[config.mk]
export PLATFORM = sky130hd
export DESIGN_NAME = movement_intensity_level_quantizer
export DESIGN_NICKNAME = d
export VERILOG_FILES = /design/src/sv/milq_pkg.sv /design/src/sv/milq_ctrl.sv /design/src/sv/milq_dp.sv /design/src/sv/movement_intensity_level_quantizer.sv
export SDC_FILE = /design/constraint.sdc
export NUM_CORES = 1
export LEC_CHECK = 0
export BUFFER_PORTS_ARGS = -buffer_cell sky130_fd_sc_hd__buf_2
export CELL_PAD_IN_SITES_DETAIL_PLACEMENT = 1
export CELL_PAD_IN_SITES_GLOBAL_PLACEMENT = 1
export CORE_ASPECT_RATIO = 0.9
export CORE_MARGIN = 2
export CORE_UTILIZATION = 49
export CTS_CLUSTER_SIZE = 40
export DETAILED_ROUTE_END_ITERATION = 7
export PLACE_DENSITY = 0.84
export SETUP_SLACK_MARGIN = 0.2
export SKIP_LAST_GASP = 1
export SLEW_MARGIN = 30
export SYNTH_ARGS = -nofsm -noshare
export SYNTH_HDL_FRONTEND = slang
export SYNTH_SLANG_ARGS = --single-unit
[constraint.sdc]
create_clock -name clk -period 7.05 [get_ports clk]
set_input_delay 0.3525 -clock clk [delete_from_list [all_inputs] [get_ports clk]]
set_output_delay 0.3525 -clock clk [all_outputs]
set_load 0.05 [all_outputs]
[src/sv/milq_pkg.sv]
// ----------------------------------------------------------------------------
// milq_pkg: shared types and constants of the motion intensity quantizer
// Holds the field widths, register indexes, controller states and the
// command and status bundles between the controller and the datapath.
// ----------------------------------------------------------------------------
package milq_pkg;

  localparam int LEVEL_W  = 4;
  localparam int WIN_W    = 8;
  localparam int SUM_W    = 23;
  localparam int CNT_W    = 8;
  localparam int MAG_W    = 17;
  localparam int NUM_W    = 28;
  localparam int DSOR_W   = 24;
  localparam int DCNT_W   = 5;
  localparam int CFG_IDX_W = 1;
  localparam int CFG_DATA_W = 8;

  localparam logic [DCNT_W-1:0] DIV_LAST = DCNT_W'(NUM_W - 1);

  localparam logic [15:0]        MOTION_TYPE    = 16'd2;
  localparam logic [SUM_W-1:0]   SUM_MAX        = {SUM_W{1'b1}};
  localparam logic [CNT_W-1:0]   CNT_MAX        = {CNT_W{1'b1}};
  localparam logic [LEVEL_W-1:0] LEVELS_RESET   = 4'd6;
  localparam logic [WIN_W-1:0]   WINDOW_RESET   = 8'd10;

  localparam logic [CFG_IDX_W-1:0] CFG_NUM_LEVELS   = 1'b0;
  localparam logic [CFG_IDX_W-1:0] CFG_EVENT_WINDOW = 1'b1;

  typedef enum logic [2:0] {
    ST_IDLE,
    ST_EVAL,
    ST_PREP,
    ST_DIV,
    ST_DONE
  } milq_state_t;

  typedef struct packed {
    logic accept;
    logic eval;
    logic prep;
    logic div_step;
    logic load_out;
  } milq_cmd_t;

  typedef struct packed {
    logic emit;
    logic quick;
    logic div_last;
  } milq_status_t;

endpackage

[src/sv/milq_ctrl.sv]
// ----------------------------------------------------------------------------
// milq_ctrl: sequencing controller
// Steps each accepted beat through window evaluation; a closing beat goes on to
// divider setup and the iterative divide when needed, then the output hand-off.
// ----------------------------------------------------------------------------
module milq_ctrl
  import milq_pkg::*;
(
  input  logic         clk,
  input  logic         rst_n,
  input  logic         in_tvalid,
  output logic         in_tready,
  output logic         out_tvalid,
  input  logic         out_tready,
  input  milq_status_t status,
  output milq_cmd_t    cmd
);

  milq_state_t state_r, state_nxt;
  logic        out_valid_r, out_valid_nxt;

  always_ff @(posedge clk) begin
    if (!rst_n) begin
      state_r     <= ST_IDLE;
      out_valid_r <= 1'b0;
    end else begin
      state_r     <= state_nxt;
      out_valid_r <= out_valid_nxt;
    end
  end

  always_comb begin
    state_nxt = state_r;
    cmd       = '0;
    in_tready = 1'b0;
    case (state_r)
      ST_IDLE: begin
        in_tready = 1'b1;
        if (in_tvalid) begin
          cmd.accept = 1'b1;
          state_nxt  = ST_EVAL;
        end
      end
      ST_EVAL: begin
        cmd.eval = 1'b1;
        if (!status.emit) begin
          state_nxt = ST_IDLE;
        end else if (status.quick) begin
          state_nxt = ST_DONE;
        end else begin
          state_nxt = ST_PREP;
        end
      end
      ST_PREP: begin
        cmd.prep  = 1'b1;
        state_nxt = ST_DIV;
      end
      ST_DIV: begin
        cmd.div_step = 1'b1;
        if (status.div_last) begin
          state_nxt = ST_DONE;
        end
      end
      ST_DONE: begin
        if (!out_valid_r || out_tready) begin
          cmd.load_out = 1'b1;
          state_nxt    = ST_IDLE;
        end
      end
      default: begin
        state_nxt = ST_IDLE;
      end
    endcase
  end

  always_comb begin
    if (cmd.load_out) begin
      out_valid_nxt = 1'b1;
    end else if (out_tready) begin
      out_valid_nxt = 1'b0;
    end else begin
      out_valid_nxt = out_valid_r;
    end
  end

  assign out_tvalid = out_valid_r;

endmodule

[src/sv/milq_dp.sv]
// ----------------------------------------------------------------------------
// milq_dp: accumulation and level datapath
// Holds the configuration, the running motion sum, event count and adaptive
// peak, a restoring divider for the rounded level and the output register.
// ----------------------------------------------------------------------------
module milq_dp
  import milq_pkg::*;
(
  input  logic                  clk,
  input  logic                  rst_n,
  input  logic                  cfg_we,
  input  logic [CFG_IDX_W-1:0]  cfg_index,
  input  logic [CFG_DATA_W-1:0] cfg_wdata,
  input  logic [15:0]           event_type,
  input  logic signed [15:0]    event_value,
  input  milq_cmd_t             cmd,
  output milq_status_t          status,
  output logic [LEVEL_W-1:0]    level,
  output logic [SUM_W-1:0]      window_sum
);

  logic [LEVEL_W-1:0] num_levels_r, num_levels_nxt;
  logic [WIN_W-1:0]   event_window_r, event_window_nxt;
  logic [SUM_W-1:0]   motion_sum_r, motion_sum_nxt;
  logic [CNT_W-1:0]   event_count_r, event_count_nxt;
  logic [SUM_W-1:0]   peak_sum_r, peak_sum_nxt;

  logic [SUM_W-1:0]   wsum_r, wsum_nxt;
  logic               quick_r, quick_nxt;
  logic [LEVEL_W-1:0] quick_lvl_r, quick_lvl_nxt;
  logic [SUM_W-1:0]   num_r, num_nxt;
  logic [SUM_W-1:0]   den_r, den_nxt;
  logic [DSOR_W-1:0]  dsor_r, dsor_nxt;
  logic [DSOR_W-1:0]  rem_r, rem_nxt;
  logic [NUM_W-1:0]   quo_r, quo_nxt;
  logic [DCNT_W-1:0]  dcnt_r, dcnt_nxt;
  logic [LEVEL_W-1:0] out_level_r, out_level_nxt;
  logic [SUM_W-1:0]   out_sum_r, out_sum_nxt;

  logic               is_motion;
  logic [MAG_W-1:0]   mag;
  logic [SUM_W:0]     sum_add;
  logic [SUM_W-1:0]   win_ext;
  logic               sum_le_win;
  logic               peak_le_win;
  logic               quick;
  logic [LEVEL_W-1:0] quick_lvl;
  logic [DSOR_W:0]    trial;
  logic               trial_ge;
  logic [LEVEL_W-1:0] div_lvl;

  always_ff @(posedge clk) begin
    if (!rst_n) begin
      num_levels_r   <= LEVELS_RESET;
      event_window_r <= WINDOW_RESET;
      motion_sum_r   <= '0;
      event_count_r  <= '0;
      peak_sum_r     <= SUM_W'({WINDOW_RESET, 1'b0});
    end else begin
      num_levels_r   <= num_levels_nxt;
      event_window_r <= event_window_nxt;
      motion_sum_r   <= motion_sum_nxt;
      event_count_r  <= event_count_nxt;
      peak_sum_r     <= peak_sum_nxt;
    end
  end

  always_ff @(posedge clk) begin
    wsum_r      <= wsum_nxt;
    quick_r     <= quick_nxt;
    quick_lvl_r <= quick_lvl_nxt;
    num_r       <= num_nxt;
    den_r       <= den_nxt;
    dsor_r      <= dsor_nxt;
    rem_r       <= rem_nxt;
    quo_r       <= quo_nxt;
    dcnt_r      <= dcnt_nxt;
    out_level_r <= out_level_nxt;
    out_sum_r   <= out_sum_nxt;
  end

  assign is_motion = (event_type == MOTION_TYPE) && (event_value != 16'sd0);
  assign mag       = event_value[15]
                     ? (MAG_W'(17'h10000) - MAG_W'(unsigned'(event_value)))
                     : MAG_W'(unsigned'(event_value));
  assign sum_add   = (SUM_W+1)'(motion_sum_r) + (SUM_W+1)'(mag);

  assign win_ext     = SUM_W'(event_window_r);
  assign sum_le_win  = motion_sum_r <= win_ext;
  assign peak_le_win = peak_sum_r <= win_ext;
  assign quick       = (num_levels_r == '0) || sum_le_win || peak_le_win;

  always_comb begin
    if (num_levels_r == '0) begin
      quick_lvl = '0;
    end else if (sum_le_win) begin
      quick_lvl = LEVEL_W'(1);
    end else begin
      quick_lvl = num_levels_r;
    end
  end

  assign trial    = {rem_r, quo_r[NUM_W-1]};
  assign trial_ge = trial >= {1'b0, dsor_r};

  always_comb begin
    if (quo_r == '0) begin
      div_lvl = LEVEL_W'(1);
    end else if (quo_r > NUM_W'(num_levels_r)) begin
      div_lvl = num_levels_r;
    end else begin
      div_lvl = quo_r[LEVEL_W-1:0];
    end
  end

  always_comb begin
    num_levels_nxt   = num_levels_r;
    event_window_nxt = event_window_r;
    motion_sum_nxt   = motion_sum_r;
    event_count_nxt  = event_count_r;
    peak_sum_nxt     = peak_sum_r;
    wsum_nxt         = wsum_r;
    quick_nxt        = quick_r;
    quick_lvl_nxt    = quick_lvl_r;
    num_nxt          = num_r;
    den_nxt          = den_r;
    dsor_nxt         = dsor_r;
    rem_nxt          = rem_r;
    quo_nxt          = quo_r;
    dcnt_nxt         = dcnt_r;
    out_level_nxt    = out_level_r;
    out_sum_nxt      = out_sum_r;

    if (cmd.accept && is_motion) begin
      motion_sum_nxt = sum_add[SUM_W] ? SUM_MAX : sum_add[SUM_W-1:0];
      if (event_count_r != CNT_MAX) begin
        event_count_nxt = event_count_r + CNT_W'(1);
      end
    end

    if (cmd.eval && status.emit) begin
      wsum_nxt        = motion_sum_r;
      quick_nxt       = quick;
      quick_lvl_nxt   = quick_lvl;
      num_nxt         = motion_sum_r - win_ext;
      den_nxt         = peak_sum_r - win_ext;
      motion_sum_nxt  = '0;
      event_count_nxt = '0;
      if (motion_sum_r > peak_sum_r) begin
        peak_sum_nxt = motion_sum_r;
      end
    end

    if (cmd.prep) begin
      quo_nxt  = NUM_W'(NUM_W'(num_r) * NUM_W'({num_levels_r, 1'b0})) + NUM_W'(den_r);
      dsor_nxt = {den_r, 1'b0};
      rem_nxt  = '0;
      dcnt_nxt = '0;
    end

    if (cmd.div_step) begin
      if (trial_ge) begin
        rem_nxt = DSOR_W'(trial - {1'b0, dsor_r});
      end else begin
        rem_nxt = trial[DSOR_W-1:0];
      end
      quo_nxt  = {quo_r[NUM_W-2:0], trial_ge};
      dcnt_nxt = dcnt_r + DCNT_W'(1);
    end

    if (cmd.load_out) begin
      out_level_nxt = quick_r ? quick_lvl_r : div_lvl;
      out_sum_nxt   = wsum_r;
    end

    if (cfg_we) begin
      case (cfg_index)
        CFG_NUM_LEVELS: begin
          num_levels_nxt = cfg_wdata[LEVEL_W-1:0];
        end
        CFG_EVENT_WINDOW: begin
          event_window_nxt = cfg_wdata[WIN_W-1:0];
          peak_sum_nxt     = SUM_W'({cfg_wdata[WIN_W-1:0], 1'b0});
        end
        default: begin
        end
      endcase
    end
  end

  assign status.emit     = event_count_r >= event_window_r;
  assign status.quick    = quick;
  assign status.div_last = dcnt_r == DIV_LAST;

  assign level      = out_level_r;
  assign window_sum = out_sum_r;

endmodule

[src/sv/movement_intensity_level_quantizer.sv]
// ----------------------------------------------------------------------------
// movement_intensity_level_quantizer: pointer motion intensity quantizer
// Sums the magnitude of relative motion events over a window of events and
// emits the window sum with a level scaled against an adaptive peak.
//
//   Channel   Direction  Beat contents (low bits first)
//   in_       slave      event_type[15:0], event_value[31:16]
//   out_      master     level[3:0], window_sum[26:4], zero fill
//   cfg_      write      index 0 num_levels, index 1 event_window
//
// A beat that does not close a window is accepted and evaluated; one that
// closes it also runs divider setup and the 28-step restoring divider, unless
// the level needs no division. Reset is synchronous and restores register defaults.
// A finished result waits in the output register while the next input beat
// is taken; a closing beat waits for that register to drain before finishing.
// ----------------------------------------------------------------------------
module movement_intensity_level_quantizer
  import milq_pkg::*;
(
  input  logic                  clk,
  input  logic                  rst_n,
  input  logic                  in_tvalid,
  output logic                  in_tready,
  input  logic [31:0]           in_tdata,   // event_type, event_value
  output logic                  out_tvalid,
  input  logic                  out_tready,
  output logic [31:0]           out_tdata,  // level, window_sum, zero fill
  input  logic                  cfg_we,
  input  logic [CFG_IDX_W-1:0]  cfg_index,
  input  logic [CFG_DATA_W-1:0] cfg_wdata
);

  milq_cmd_t          cmd;
  milq_status_t       status;
  logic [LEVEL_W-1:0] level;
  logic [SUM_W-1:0]   window_sum;

  milq_ctrl u_ctrl (
    .clk        (clk),
    .rst_n      (rst_n),
    .in_tvalid  (in_tvalid),
    .in_tready  (in_tready),
    .out_tvalid (out_tvalid),
    .out_tready (out_tready),
    .status     (status),
    .cmd        (cmd)
  );

  milq_dp u_dp (
    .clk         (clk),
    .rst_n       (rst_n),
    .cfg_we      (cfg_we),
    .cfg_index   (cfg_index),
    .cfg_wdata   (cfg_wdata),
    .event_type  (in_tdata[15:0]),
    .event_value (signed'(in_tdata[31:16])),
    .cmd         (cmd),
    .status      (status),
    .level       (level),
    .window_sum  (window_sum)
  );

  assign out_tdata = {5'b0, window_sum, level};

endmodule
## Word-level counts from Yosys, hierarchy flattened

Cells that the tools add are included.

| storage, ports and cells | value |
|---|---|
| input bits | 46 |
| register bits | 251 |
| word-level logic and storage cells | 98 |

| operators by class | value |
|---|---|
| eq/ne operators | 10 |
| reduce and logical (&&, ||, !) cells | 19 |
| mux-type cells | 33 |
| bitwise logic cells | 2 |
| order comparisons | 6 |
| multipliers | 1 |
| $add $sub $neg | 8 |

Operator list:

| kind | count |
|---|---|
| $mux 23 | 5 |
| $mux 24 | 3 |
| $mux 28 | 2 |
| $le 23x8->1 | 2 |
| $sub 23x8->23 | 2 |
| $add 28x23->28 | 1 |
| $gt 28x4->1 | 1 |
| $logic_not 28->1 | 1 |
| $mul 23x4->27 | 1 |
| $ge 25x24->1 | 1 |
| $add 23x17->24 | 1 |
| $sub 24x24->24 | 1 |
| $gt 23x23->1 | 1 |
| $mux 17 | 1 |
| $sub 17x16->17 const A | 1 |
| $eq 16x2->1 const B | 1 |
| $reduce_bool 16->1 | 1 |
| $mux 3 | 5 |
| $pmux 3 s5 | 1 |
| $mux 4 | 3 |
| $mux 1 | 11 |
| $mux 5 | 2 |
| $add 8x1->8 const B | 1 |
| $ge 8x8->1 | 1 |
| other kinds (18) | 29 |

## Logic depth before layout (Yosys ltp)

Gate-level depths: netlist of run 1.

| logic depth | value |
|---|---|
| depth after elaboration | 6 |
| mapped depth | 26 |

## Modules after synthesis

A second synthesis of run 1 with hierarchy kept.

| second synthesis, totals | value |
|---|---|
| cells, all modules | 1,817 |
| area, all modules | 17,599.4 um2 |

Modules (own cells, without submodules):

| module | instances | cells each | area each (um2) |
|---|---|---|---|
| milq_dp | 1 | 1,783 | 17,299.1 |
| milq_ctrl | 1 | 28 | 259.0 |
| movement_intensity_level_quantizer | 1 | 6 | 41.3 |

## Worst setup path before layout of run 1

No wires, ideal clock.

| timing | value |
|---|---|
| path type | register to register |
| start | register u_dp.num_levels_r[3] |
| end | register u_dp.quo_r[27], data pin |
| clock period less this slack | 5.499 ns |
| cell stages (with the launch flop) | 27 |
| data required time | 6.786 ns |
| setup time | 0.264 ns |
| path buffers | 2 |
| data arrival time | 5.235 ns |
| slack | 1.551 ns |
| cells stage by stage | dfxtp_1 -> clkbuf_1 -> and2_1 -> fa_1 -> inv_1 -> fa_1 -> inv_1 -> ha_1 -> a21o_1 -> a21oi_1 -> o21ai_1 -> o31a_1 -> nor3_1 -> nor2b_1 -> o21ai_0 -> nand2b_1 -> xor2_1 -> ha_1 -> clkbuf_1 -> nand4_1 -> a21oi_1 -> or4b_1 -> a31oi_1 -> o21ai_1 -> nand4_1 -> xor2_1 -> o21ai_1 |

| between the ends | value |
|---|---|
| longest elaborated chain between the ends | 4 |

RTL lines:

| item | line | text |
|---|---|---|
| from (decl) | milq_dp.sv:22 | `logic [LEVEL_W-1:0] num_levels_r, num_levels_nxt;` |
| from (signal assigned) | milq_dp.sv:60 | `num_levels_r <= num_levels_nxt;` |
| $mul 23x4->27 | milq_dp.sv:155 | `quo_nxt = NUM_W'(NUM_W'(num_r) * NUM_W'({num_levels_r, 1'b0})) + NUM_W'(den_r);` |
| $add 28x23->28 | milq_dp.sv:155 |  |
| $mux 28 | milq_dp.sv:154 | `if (cmd.prep) begin` |
| $mux 28 | milq_dp.sv:161 | `if (cmd.div_step) begin` |
| via u_dp.quo_nxt[27] | milq_dp.sv:35 | `logic [NUM_W-1:0] quo_r, quo_nxt;` |
| to (signal assigned) | milq_dp.sv:76 | `quo_r <= quo_nxt;` |
| to (decl) | milq_dp.sv:35 |  |

The timed path passes the listed nets, and every way through them passes these cells. The select of a mux whose other input is x is not followed.
A chain may end at the register's enable or synchronous reset.

## Final worst setup path of run 1

Same ends and word-level chain as after synthesis.

==> results of run 1 <==
## layer usage
metal  up-vias  GRT usage [%]  routed length [um]  share of wire [%]
li1       6650              -                   -                  -
met1      6845           31.1               20500                 44
met2       244           45.2               23400                 50
met3        98           3.49                1520                3.2
met4         0           9.26                1610                3.4
met5         -              0                   0                  0
## Yosys cell counts, drive strengths merged, types with 4 or more instances
| cell | number |
|---|---|
| a211oi | 17 |
| or3 | 6 |
| a2111oi | 4 |
| o21a | 19 |
| xnor2 | 83 |
| o31ai | 10 |
| nor4 | 19 |
| inv | 184 |
| and2 | 66 |
| nand4b | 4 |
| a21o | 43 |
| nand4 | 23 |
| o211ai | 9 |
| edfxtp | 181 |
| xor2 | 48 |
| o2111a | 4 |
| nor3 | 34 |
| nor2b | 23 |
| ha | 148 |
| o41ai | 6 |
| nor3b | 6 |
| nand2b | 22 |
| o21bai | 13 |
| dfxtp | 70 |
| or4 | 7 |
| a21boi | 20 |
| o22ai | 4 |
| fa | 47 |
| a31oi | 19 |
| or2 | 7 |
| nand2 | 147 |
| buf | 15 |
| mux2i | 24 |
| a21oi | 109 |
| nand3 | 52 |
| o21ai | 125 |
| nor2 | 141 |
| clkbuf | 47 |
| and3 | 11 |
## worst reg2reg max path: stages, from the launching register on
cell       delay, ns
dfxtp_2         0.57
nand2_1         0.16
fa_1            0.55
inv_1           0.06
fa_1            0.51
ha_1            0.33
a211oi_1        0.25
nor2_1          0.13
o21a_1          0.18
nor2_1          0.11
xnor2_1         0.14
ha_1            0.33
a2111oi_0       0.72
o21ai_1         0.32
nand3_1         0.20
a21oi_1         0.11
or4b_1          0.53
a31oi_1         0.26
o21ai_1         0.16
nand4_1         0.13
xor2_1          0.16
o21ai_1         0.08
## worst min path at each step
stage | from | end | slack [ns] | depth (start not counted)
after detailed placement | u_dp.wsum_r[2]$_DFFE_PP_ | u_dp.window_sum[2]$_DFFE_PP_ | 0.41 | 0
after global placement | u_dp.wsum_r[7]$_DFFE_PP_ | u_dp.window_sum[7]$_DFFE_PP_ | 0.41 | 0
after floorplan | u_dp.wsum_r[0]$_DFFE_PP_ | u_dp.window_sum[0]$_DFFE_PP_ | 0.40 | 0
after global routing | cfg_wdata[7] | u_dp.event_window_r[7]$_SDFFE_PN0P_ | 0.01 | 3
final | cfg_wdata[5] | u_dp.event_window_r[5]$_SDFFE_PN0P_ | 0.01 | 3
after CTS | cfg_wdata[5] | u_dp.event_window_r[5]$_SDFFE_PN0P_ | 0.0005 | 3
## logic make-up (layout without fill, tap and decap cells)
| kind of cell | after synthesis | count (layout) | synth area share (%) |
|---|---|---|---|
| xor+xnor | 131 | 131 | 6.52 |
| fa+ha+maj | 195 | 195 | 15.9 |
| flops | 251 | 251 | 38.9 |
| other cells | 1 | 7 | 0.0213 |
| simple gates | 576 | 576 | 16.2 |
| mux | 25 | 25 | 1.43 |
| buf+inv | 246 | 318 | 5.53 |
| compound gates | 432 | 432 | 15.5 |
## stage by stage
stage | util (%) | setup WS [ns]
floorplan | - | 1.55
global placement | 52.1 | 0.991
detailed placement | 52.2 | 0.773
CTS | 54.8 | 0.582
global route | 54.8 | 0.443
finish | 54.8 | 0.734
## cell type report
class / instances / area, um2 / share of cell area (%)
Clock inverter: 16 / 169 / 0.875
Timing Repair Buffer: 83 / 444 / 2.30
Multi-Input combinational cell: 1365 / 9830 / 50.9
Antenna cell: 1 / 2.50 / 0.0130
Sequential cell: 251 / 6840 / 35.4
Clock buffer: 35 / 737 / 3.82
Inverter: 184 / 692 / 3.58
Tap cell: 469 / 587 / 3.04
## sequential cells by signal (all words and copies together) (netlist names), 8 cells and up
register             flops
u_dp.den_r              23
u_dp.dsor_r             23
u_dp.event_count_r       8
u_dp.event_window_r      8
u_dp.motion_sum_r       23
u_dp.num_r              23
u_dp.peak_sum_r         23
u_dp.quo_r              28
u_dp.rem_r              24
u_dp.window_sum         23
u_dp.wsum_r             23
## power groups by stage
stage               clock (mW)  sequential [mW]  combinational, mW
finish                    1.45             1.60              0.381
global placement             0             1.63              0.348
global route              1.53             1.61              0.423
floorplan                    0             1.63              0.283
CTS                       1.48             1.60              0.380
detailed placement           0             1.64              0.371
## repair_timing
action	CTS	global route
endpoints found under the hold margin	1	0
resized for setup	0	3
hold buffers	1	0
endpoints found under the setup margin	0	2
==> results.yml, run 1 <==
status:
  status: "finished clean"
critical_path:
  slowest_delay_ns: 0.72
  worstSetupStartpointType: "register"
  worstSetupEndpointType: "register"
  reg2reg_from: "u_dp.num_levels_r[3]$_SDFFE_PN0P_"
  critPathLaunch: "u_dp.num_levels_r[3]$_SDFFE_PN0P_"
  rr_worst_depth: 21
  cp_cell_sequence: "nand2_1 > fa_1 > inv_1 > fa_1 > ha_1 > a211oi_1 > nor2_1 > o21a_1 > nor2_1 > xnor2_1 > ha_1 > a2111oi_0 > o21ai_1 > nand3_1 > a21oi_1 > or4b_1 > a31oi_1 > o21ai_1 > nand4_1 > xor2_1 > o21ai_1"
  cp_max_fo: 25
  critPathKind: "register to register"
  rr_endpoint: "u_dp.quo_r[27]$_DFFE_PP_"
  cp-endpoint: "u_dp.quo_r[27]$_DFFE_PP_"
  cp.arrival_ns: 6.61
  cp_slowest_cell: "a2111oi_0"
  cp.depth: 21
  cp_num_buf_inv: 1
  r2r_setup_slack_ns: 0.73
  crit_required_ns: 7.34
  crit_path_frequent_cell: "o21ai_1"
  path_delay_family: "compound AO/OA/AOI/OAI gates"
routing:
  postRouteWirelength_um: 47000
  wl_per_cell_um: 19.6
  drt-initial-drc-count: 804
  drc_errors: 0
  drt_pass1_iterations: 4
  vias_per_cell: 5.76
  num_vias: 13800
  ant_nets: 0
sta:
  skew_ns: 0.0694
  hold_viol: 0
  period_minus_slack_ns: 6.32
  fin_tns_setup_ns: 0
  timing.slew.headroom_pct: 40.8
  tightest_slew_ns: 0.888
  fmax_mhz: 158
  period_share_pct: 89.6
  slew_viol_final: 0
  rsz0062_at_grt: "false"
  hold_slack_ns: 0.0125
  setup_viol: 0
placed_design:
  dp_cells: 2351
  dp_hpwl_um: 35400
  port_buffers: 74
  post_dp_cell_area_um2: 18400
  gp_congestion: 0.857
yosys:
  yosys_most_used_dff: "edfxtp_1"
  synth_top_cell_area_share_pct: 30.9
  synth_cell_types: 80
  avgSynthCellArea_um2: 9.47
  syn_area_um2: 17600
  syn_inst: 1857
  synth_area_leader_cell: "edfxtp_1"
  seq_area_frac_synth_pct: 38.9
  synth-seq-cells: 251
  synth_edf_count: 181
  synth_area_leaders: "edfxtp_1 (31%), ha_1 (11%), dfxtp_1 (8.0%)"
  synthArstFlopShare_pct: 0
  yosysWarnings: 0
layout:
  drive_gt1_share_pct: 8.22
  synthToLayoutAreaGrowth_pct: 9.73
  stdcell_area_um2: 19300
  finalNetCount: 2154
  fillers: 3959
  final-instance-count-excl-fill: 2404
  final_common_cell: "inv_1"
  mostFrequentLayoutCells: "inv_1 (182), edfxtp_1 (181), ha_1 (148)"
clock_network:
  cts_setup_buffers: 0
  cts_buffers: 28
  clk_latency_ns: 0.61
  cts_root_buffer: "clkbuf_16"
  clk_pin_slew_ns: 0.07
  clk_path_buf_depth: 3
  cts.sinks: 251
  cts_tree: "built"
  cts_max_level: 1
grt:
  grt_pass1_wl_um: 76300
  grt_usage_pct: 25.3
  grt_overflow_total: 0
  antenna_found_initial: 1
  grt_start_max_net_pins: 89
  grt_pass1_vias: 14800
die:
  core_area_um2: 35200
  die_x_um: 204
  io_pins: 80
  die_h_um: 184
  die_area_um2: 37400
  start_util_pct: 50.0
  rows: 65
power_and_ir_drop:
  p_int_mw: 2.56
  clockPowerShare_pct: 42.2
  switching_share_pct: 25.5
  p_leak_nw: 7.91
  p_sw_mw: 0.877
  p_total_mw: 3.44
  cellPowerDensity_nw_per_um2: 178
  seqPwrFrac_pct: 46.7
  vdd_drop_max_mv: 0.209
  power_frac_comb_pct: 11.1
hold_path:
  holdCritPathClass: "input port to register"
run:
  max_cap_viol_count: 0
Power figures use the tool's default switching activity.
==> run 2, diff against run 1 <==
--- a/config.mk
+++ b/config.mk
@@ -5,7 +5,7 @@
 export SDC_FILE = /design/constraint.sdc
 export NUM_CORES = 1
 export LEC_CHECK = 0
-export BUFFER_PORTS_ARGS = -buffer_cell sky130_fd_sc_hd__buf_2
+export BUFFER_PORTS_ARGS = -buffer_cell sky130_fd_sc_hd__buf_4
 export CELL_PAD_IN_SITES_DETAIL_PLACEMENT = 1
 export CELL_PAD_IN_SITES_GLOBAL_PLACEMENT = 1
 export CORE_ASPECT_RATIO = 0.9
@@ -14,6 +14,7 @@
 export CTS_CLUSTER_SIZE = 40
 export DETAILED_ROUTE_END_ITERATION = 7
 export PLACE_DENSITY = 0.84
+export REMOVE_ABC_BUFFERS = 1
 export SETUP_SLACK_MARGIN = 0.2
 export SKIP_LAST_GASP = 1
 export SLEW_MARGIN = 30
==> constraint.sdc (replaced) <==
create_clock -name clk -period 7.05 [get_ports clk]
set_input_delay 0.3525 -clock clk [delete_from_list [all_inputs] [get_ports clk]]
set_output_delay 0.3525 -clock clk [all_outputs]
set_load 0.02 [all_outputs]
==> run 2 against run 1 <==
Effect of this change: clock skew fell by 0.037 ns; wire length is 1.5% lower; final cell count is essentially flat; worst hold slack improved by 0.031 ns; critical endpoint unchanged; largest cell class unchanged; highest routed layer unchanged.
==> results.yml, run 2 (synthesis gave the netlist of run 1 again) <==
sta:
  slew_viol_final: 0
  fin_tns_setup_ns: 0
  setup_viol: 0
  period_minus_slack_ns: 6.27
  rsz0062_at_grt: "false"
  hold_slack_ns: 0.0432
  skew_ns: 0.0325
  tightest_slew_ns: 0.893
  period_share_pct: 88.9
  hold_viol: 0
  fmax_mhz: 160
  timing.slew.headroom_pct: 40.5
clock_network:
  cts.sinks: 251
  clk_pin_slew_ns: 0.06
  cts_buffers: 28
  clk_path_buf_depth: 3
  cts_setup_buffers: 0
  cts_root_buffer: "clkbuf_16"
  cts_max_level: 1
  cts_tree: "built"
  clk_latency_ns: 0.58
  cts_hold_buffers: 0
die:
  die_h_um: 184
  rows: 65
  io_pins: 80
  start_util_pct: 50.0
  die_x_um: 204
  core_area_um2: 35200
  die_area_um2: 37400
grt:
  grt_start_max_net_pins: 74
  antenna_found_initial: 0
  grt_usage_pct: 25.0
  grt_pass1_vias: 14700
  grt_pass1_wl_um: 75400
  grt_overflow_total: 0
layout:
  largestRegisters: "u_dp.quo_r x28, u_dp.rem_r x24"
  stdcell_area_um2: 19500
  regMostFlops: "u_dp.quo_r"
  fillers: 3990
  antenna_cells: 0
  synthToLayoutAreaGrowth_pct: 10.8
  drive_gt1_share_pct: 8.17
  finalNetCount: 2153
  final_util_pct: 55.4
  mostFrequentLayoutCells: "inv_1 (182), edfxtp_1 (181), ha_1 (148)"
  final_common_cell: "inv_1"
  largest_reg_flops: 28
power_and_ir_drop:
  vdd_drop_max_mv: 0.227
  switching_share_pct: 24.6
  p_int_mw: 2.63
  cellPowerDensity_nw_per_um2: 179
  p_sw_mw: 0.856
  p_leak_nw: 8.01
  power_frac_comb_pct: 11.0
  seqPwrFrac_pct: 46.0
  clockPowerShare_pct: 43.0
critical_path:
  cp_max_fo: 25
  cp.arrival_ns: 6.55
  worstSetupEndpointType: "register"
  critPathKind: "register to register"
  worstSetupStartpointType: "register"
  crit_required_ns: 7.33
  r2r_setup_slack_ns: 0.78
status:
  status: "finished clean"
routing:
  wl_per_cell_um: 19.3
  vias_per_cell: 5.76
  drt_pass1_iterations: 5
  postRouteWirelength_um: 46300
  drc_errors: 0
  num_vias: 13900
  drt-initial-drc-count: 657
  ant_nets: 0
run:
  max_cap_viol_count: 0
placed_design:
  gp_congestion: 0.894
  port_buffers: 74
  dp_hpwl_um: 35100
  post_dp_cell_area_um2: 18500
hold_path:
  holdCritPathClass: "input port to register"
==> run 2: timing repair <==
action,4_1_cts,5_1_grt
resized for setup,0,2
setup endpoints to repair,0,2
hold endpoints to repair,0,0
==> run 2: power groups by stage <==
stage / logic (mW) / clock network (mW) / registers, mW
final: 0.382 / 1.50 / 1.60
after detailed placement: 0.374 / 0 / 1.64
after global routing: 0.425 / 1.57 / 1.61
after global placement: 0.350 / 0 / 1.63
after CTS: 0.380 / 1.53 / 1.60
after floorplan: 0.267 / 0 / 1.63
==> run 2: layout make-up <==
type | count | area [um2] | area share [%]
Timing Repair Buffer | 82 | 619 | 3.18
Inverter | 184 | 692 | 3.55
Clock buffer | 36 | 771 | 3.95
Multi-Input combinational cell | 1365 | 9820 | 50.4
Tap cell | 469 | 587 | 3.01
Sequential cell | 251 | 6840 | 35.1
Clock inverter | 16 | 169 | 0.866
==> run 2: worst paths after layout <==
path                                     start                                  end  cells after the start
max          u_dp.num_levels_r[3]$_SDFFE_PN0P_             u_dp.quo_r[27]$_DFFE_PP_                     24
min                               cfg_wdata[7]  u_dp.event_window_r[7]$_SDFFE_PN0P_                      3
max reg2reg  u_dp.num_levels_r[3]$_SDFFE_PN0P_             u_dp.quo_r[27]$_DFFE_PP_                     24
min reg2reg          u_dp.wsum_r[13]$_DFFE_PP_        u_dp.window_sum[13]$_DFFE_PP_                      0
==> run 2: per-stage QoR <==
| stage | setup WS (ns) | cells | power, mW |
|---|---|---|---|
| after global routing | 0.209 | 2403 | 3.60 |
| after CTS | 0.715 | 2403 | 3.51 |
| after detailed placement | 0.760 | 2351 | 2.01 |
| final | 0.782 | 2403 | 3.49 |
| after global placement | 0.960 | 2351 | 1.98 |
| after floorplan | 1.55 | 1800 | 1.90 |
==> run 2: metal layers <==
metal,routed length [um],vias to the layer above,GRT usage (%),share of wire (%)
met5,0,-,0,0
met4,1570,0,8.41,3.4
met3,1550,96,3.28,3.3
met2,22900,234,45.1,50
met1,20300,6848,30.9,44
li1,-,6673,-,-
==> run 2: critical path, cell delays in order (launching register included) <==
cell and delay [ns]:
dfxtp_1 0.78, nand2_1 0.18, fa_1 0.57, inv_1 0.06, fa_1 0.57, inv_1 0.07
fa_1 0.46, nor2b_1 0.14, o21ai_1 0.09, o21ai_1 0.31, o21a_1 0.19, o21ai_0 0.09
nand2b_1 0.09, a21oi_1 0.08, xnor2_1 0.13, ha_1 0.33, and2_1 0.19, a31oi_1 0.24
a21oi_1 0.15, or4b_1 0.53, a31oi_1 0.27, o21ai_1 0.16, nand4_1 0.13, xor2_1 0.15
o21ai_1 0.07
==> run 3, diff against run 2 <==
--- a/config.mk
+++ b/config.mk
@@ -6,14 +6,12 @@
 export NUM_CORES = 1
 export LEC_CHECK = 0
 export BUFFER_PORTS_ARGS = -buffer_cell sky130_fd_sc_hd__buf_4
-export CELL_PAD_IN_SITES_DETAIL_PLACEMENT = 1
-export CELL_PAD_IN_SITES_GLOBAL_PLACEMENT = 1
 export CORE_ASPECT_RATIO = 0.9
 export CORE_MARGIN = 2
-export CORE_UTILIZATION = 49
+export CORE_UTILIZATION = 25
 export CTS_CLUSTER_SIZE = 40
 export DETAILED_ROUTE_END_ITERATION = 7
-export PLACE_DENSITY = 0.84
+export PLACE_DENSITY = 0.42
 export REMOVE_ABC_BUFFERS = 1
 export SETUP_SLACK_MARGIN = 0.2
 export SKIP_LAST_GASP = 1
==> constraint.sdc (replaced) <==
create_clock -name clk -period 8 [get_ports clk]
set_input_delay 0.4 -clock clk [delete_from_list [all_inputs] [get_ports clk]]
set_output_delay 0.4 -clock clk [all_outputs]
set_load 0.02 [all_outputs]
==> run 3 against run 2 <==
Effect of this change: worst hold slack improved by 0.019 ns; wire length down 3.6%; via count shrank 5.6%; sequential power fell by 12%; register-to-register slack gained 0.91 ns; power fell by 9.6%.
==> results.yml, run 3 (synthesis gave the netlist of run 1 again) <==
status:
  status: "finished clean"
layout:
  drive_gt1_share_pct: 8.54
  finalNetCount: 2160
  fillers: 7350
  stdcell_area_um2: 20200
  synthToLayoutAreaGrowth_pct: 15.0
  final_common_cell: "inv_1"
  final_util_pct: 29.0
  final-instance-count-excl-fill: 2883
  multi_input_area_um2: 9830
  largest_reg_flops: 28
  antenna_cells: 0
  largestRegisters: "u_dp.quo_r x28, u_dp.rem_r x24"
  mostFrequentLayoutCells: "inv_1 (182), edfxtp_1 (181), ha_1 (148)"
  regMostFlops: "u_dp.quo_r"
  regArea_um2: 6840
die:
  die_h_um: 256
  die_x_um: 284
  start_util_pct: 25.2
  io_pins: 80
  die_area_um2: 72500
  rows: 92
  core_area_um2: 69900
sta:
  period_share_pct: 78.8
  hold_slack_ns: 0.0625
  skew_ns: 0.0503
  slew_viol_final: 0
  timing.slew.headroom_pct: 42.2
  rsz0062_at_grt: "false"
  setup_ws_ns: 1.70
  period_minus_slack_ns: 6.30
  fin_tns_setup_ns: 0
  tightest_slew_ns: 0.867
  setup_viol: 0
  fmax_mhz: 159
  hold_viol: 0
critical_path:
  crit_required_ns: 8.30
  critPathKind: "register to register"
  cp_max_fo: 25
  r2r_setup_slack_ns: 1.70
  reg2reg_from: "u_dp.num_levels_r[3]$_SDFFE_PN0P_"
  worstSetupStartpointType: "register"
  cp.arrival_ns: 6.60
  rr_worst_depth: 24
  rr_endpoint: "u_dp.quo_r[25]$_DFFE_PP_"
  worstSetupEndpointType: "register"
routing:
  ant_nets: 0
  vias_per_cell: 4.54
  drt-initial-drc-count: 586
  num_vias: 13100
  drc_errors: 0
  drt_pass1_iterations: 4
  postRouteWirelength_um: 44600
  wl_per_cell_um: 15.5
clock_network:
  clk_latency_ns: 0.62
  cts_buffers: 30
  clk_pin_slew_ns: 0.06
  cts_hold_buffers: 0
  cts_setup_buffers: 0
  cts_root_buffer: "clkbuf_16"
  clk_path_buf_depth: 3
  cts_resized: 0
  cts_max_level: 1
  cts_tree: "built"
  cts.sinks: 251
grt:
  grt_start_max_net_pins: 58
  grt_overflow_total: 0
  grt_usage_pct: 12.2
  grt_pass1_wl_um: 72500
  grt_pass1_vias: 13400
  antenna_found_initial: 2
placed_design:
  port_buffers: 74
  dp_slack_ns: 1.74
  gp_congestion: 0.811
  dp_cells: 2827
  dp_hpwl_um: 34500
  post_dp_cell_area_um2: 19200
power_and_ir_drop:
  p_leak_nw: 8.09
  p_total_mw: 3.15
  cellPowerDensity_nw_per_um2: 156
  vdd_drop_max_mv: 0.128
hold_path:
  worstHoldStart: "cfg_wdata[5]"
  holdCritPathClass: "input port to register"
  holdPathStages: 3
  min_to: "u_dp.event_window_r[5]$_SDFFE_PN0P_"
run:
  max_cap_viol_count: 0
## run 3: cell type report
class                           count  area share [%]
Multi-Input combinational cell   1365            48.6
Sequential cell                   251            33.8
Tap cell                          940            5.81
Clock buffer                       35            3.90
Inverter                          184            3.43
Timing Repair Buffer               87            3.33
Clock inverter                     21            1.15
## run 3: critical path: stages, from the launching register on
cell and delay (ns):
dfxtp_1 0.82, nand2_1 0.18, fa_1 0.57, inv_1 0.06, fa_1 0.56, inv_1 0.06, fa_1 0.46, nor2b_1 0.13
o21ai_1 0.09, o21ai_1 0.33, o21a_1 0.18, o21ai_0 0.07, nand2b_1 0.08, a21oi_1 0.07, xnor2_1 0.14, ha_1 0.32
and2_1 0.17, a31oi_1 0.23, a21oi_1 0.14, or4b_1 0.53, a31oi_1 0.29, o21ai_1 0.18, nand2_1 0.11, xor2_1 0.14
o21ai_0 0.09
## run 3: how the worst max path moves through the flow
| stage | start | endpoint | slack [ns] | cells after the start |
|---|---|---|---|---|
| 6_report | u_dp.num_levels_r[3]$_SDFFE_PN0P_ | u_dp.quo_r[25]$_DFFE_PP_ | 1.70 | 24 |
| 3_5_place_dp | u_dp.num_levels_r[3]$_SDFFE_PN0P_ | u_dp.quo_r[27]$_DFFE_PP_ | 1.74 | 24 |
| 4_1_cts | u_dp.num_levels_r[3]$_SDFFE_PN0P_ | u_dp.quo_r[27]$_DFFE_PP_ | 1.66 | 24 |
| 5_1_grt | u_dp.num_levels_r[3]$_SDFFE_PN0P_ | u_dp.quo_r[27]$_DFFE_PP_ | 1.20 | 24 |
| 3_3_place_gp | u_dp.num_levels_r[3]$_SDFFE_PN0P_ | u_dp.quo_r[27]$_DFFE_PP_ | 1.80 | 24 |
| 2_1_floorplan | u_dp.num_levels_r[3]$_SDFFE_PN0P_ | u_dp.quo_r[27]$_DFFE_PP_ | 2.50 | 24 |
## run 3: layer usage
| metal | track usage, % | wire (um) |
|---|---|---|
| met5 | 0 | 0 |
| met3 | 1.66 | 1200 |
| met1 | 16.9 | 22600 |
| met4 | 2.67 | 934 |
| met2 | 20.3 | 19900 |
## run 3: where the power goes
part	switching (mW)	total, mW	internal, mW
combinational	0.184	0.324	0.140
clock	0.578	1.41	0.835
sequential	0.0118	1.41	1.40
total	0.774	3.15	2.37
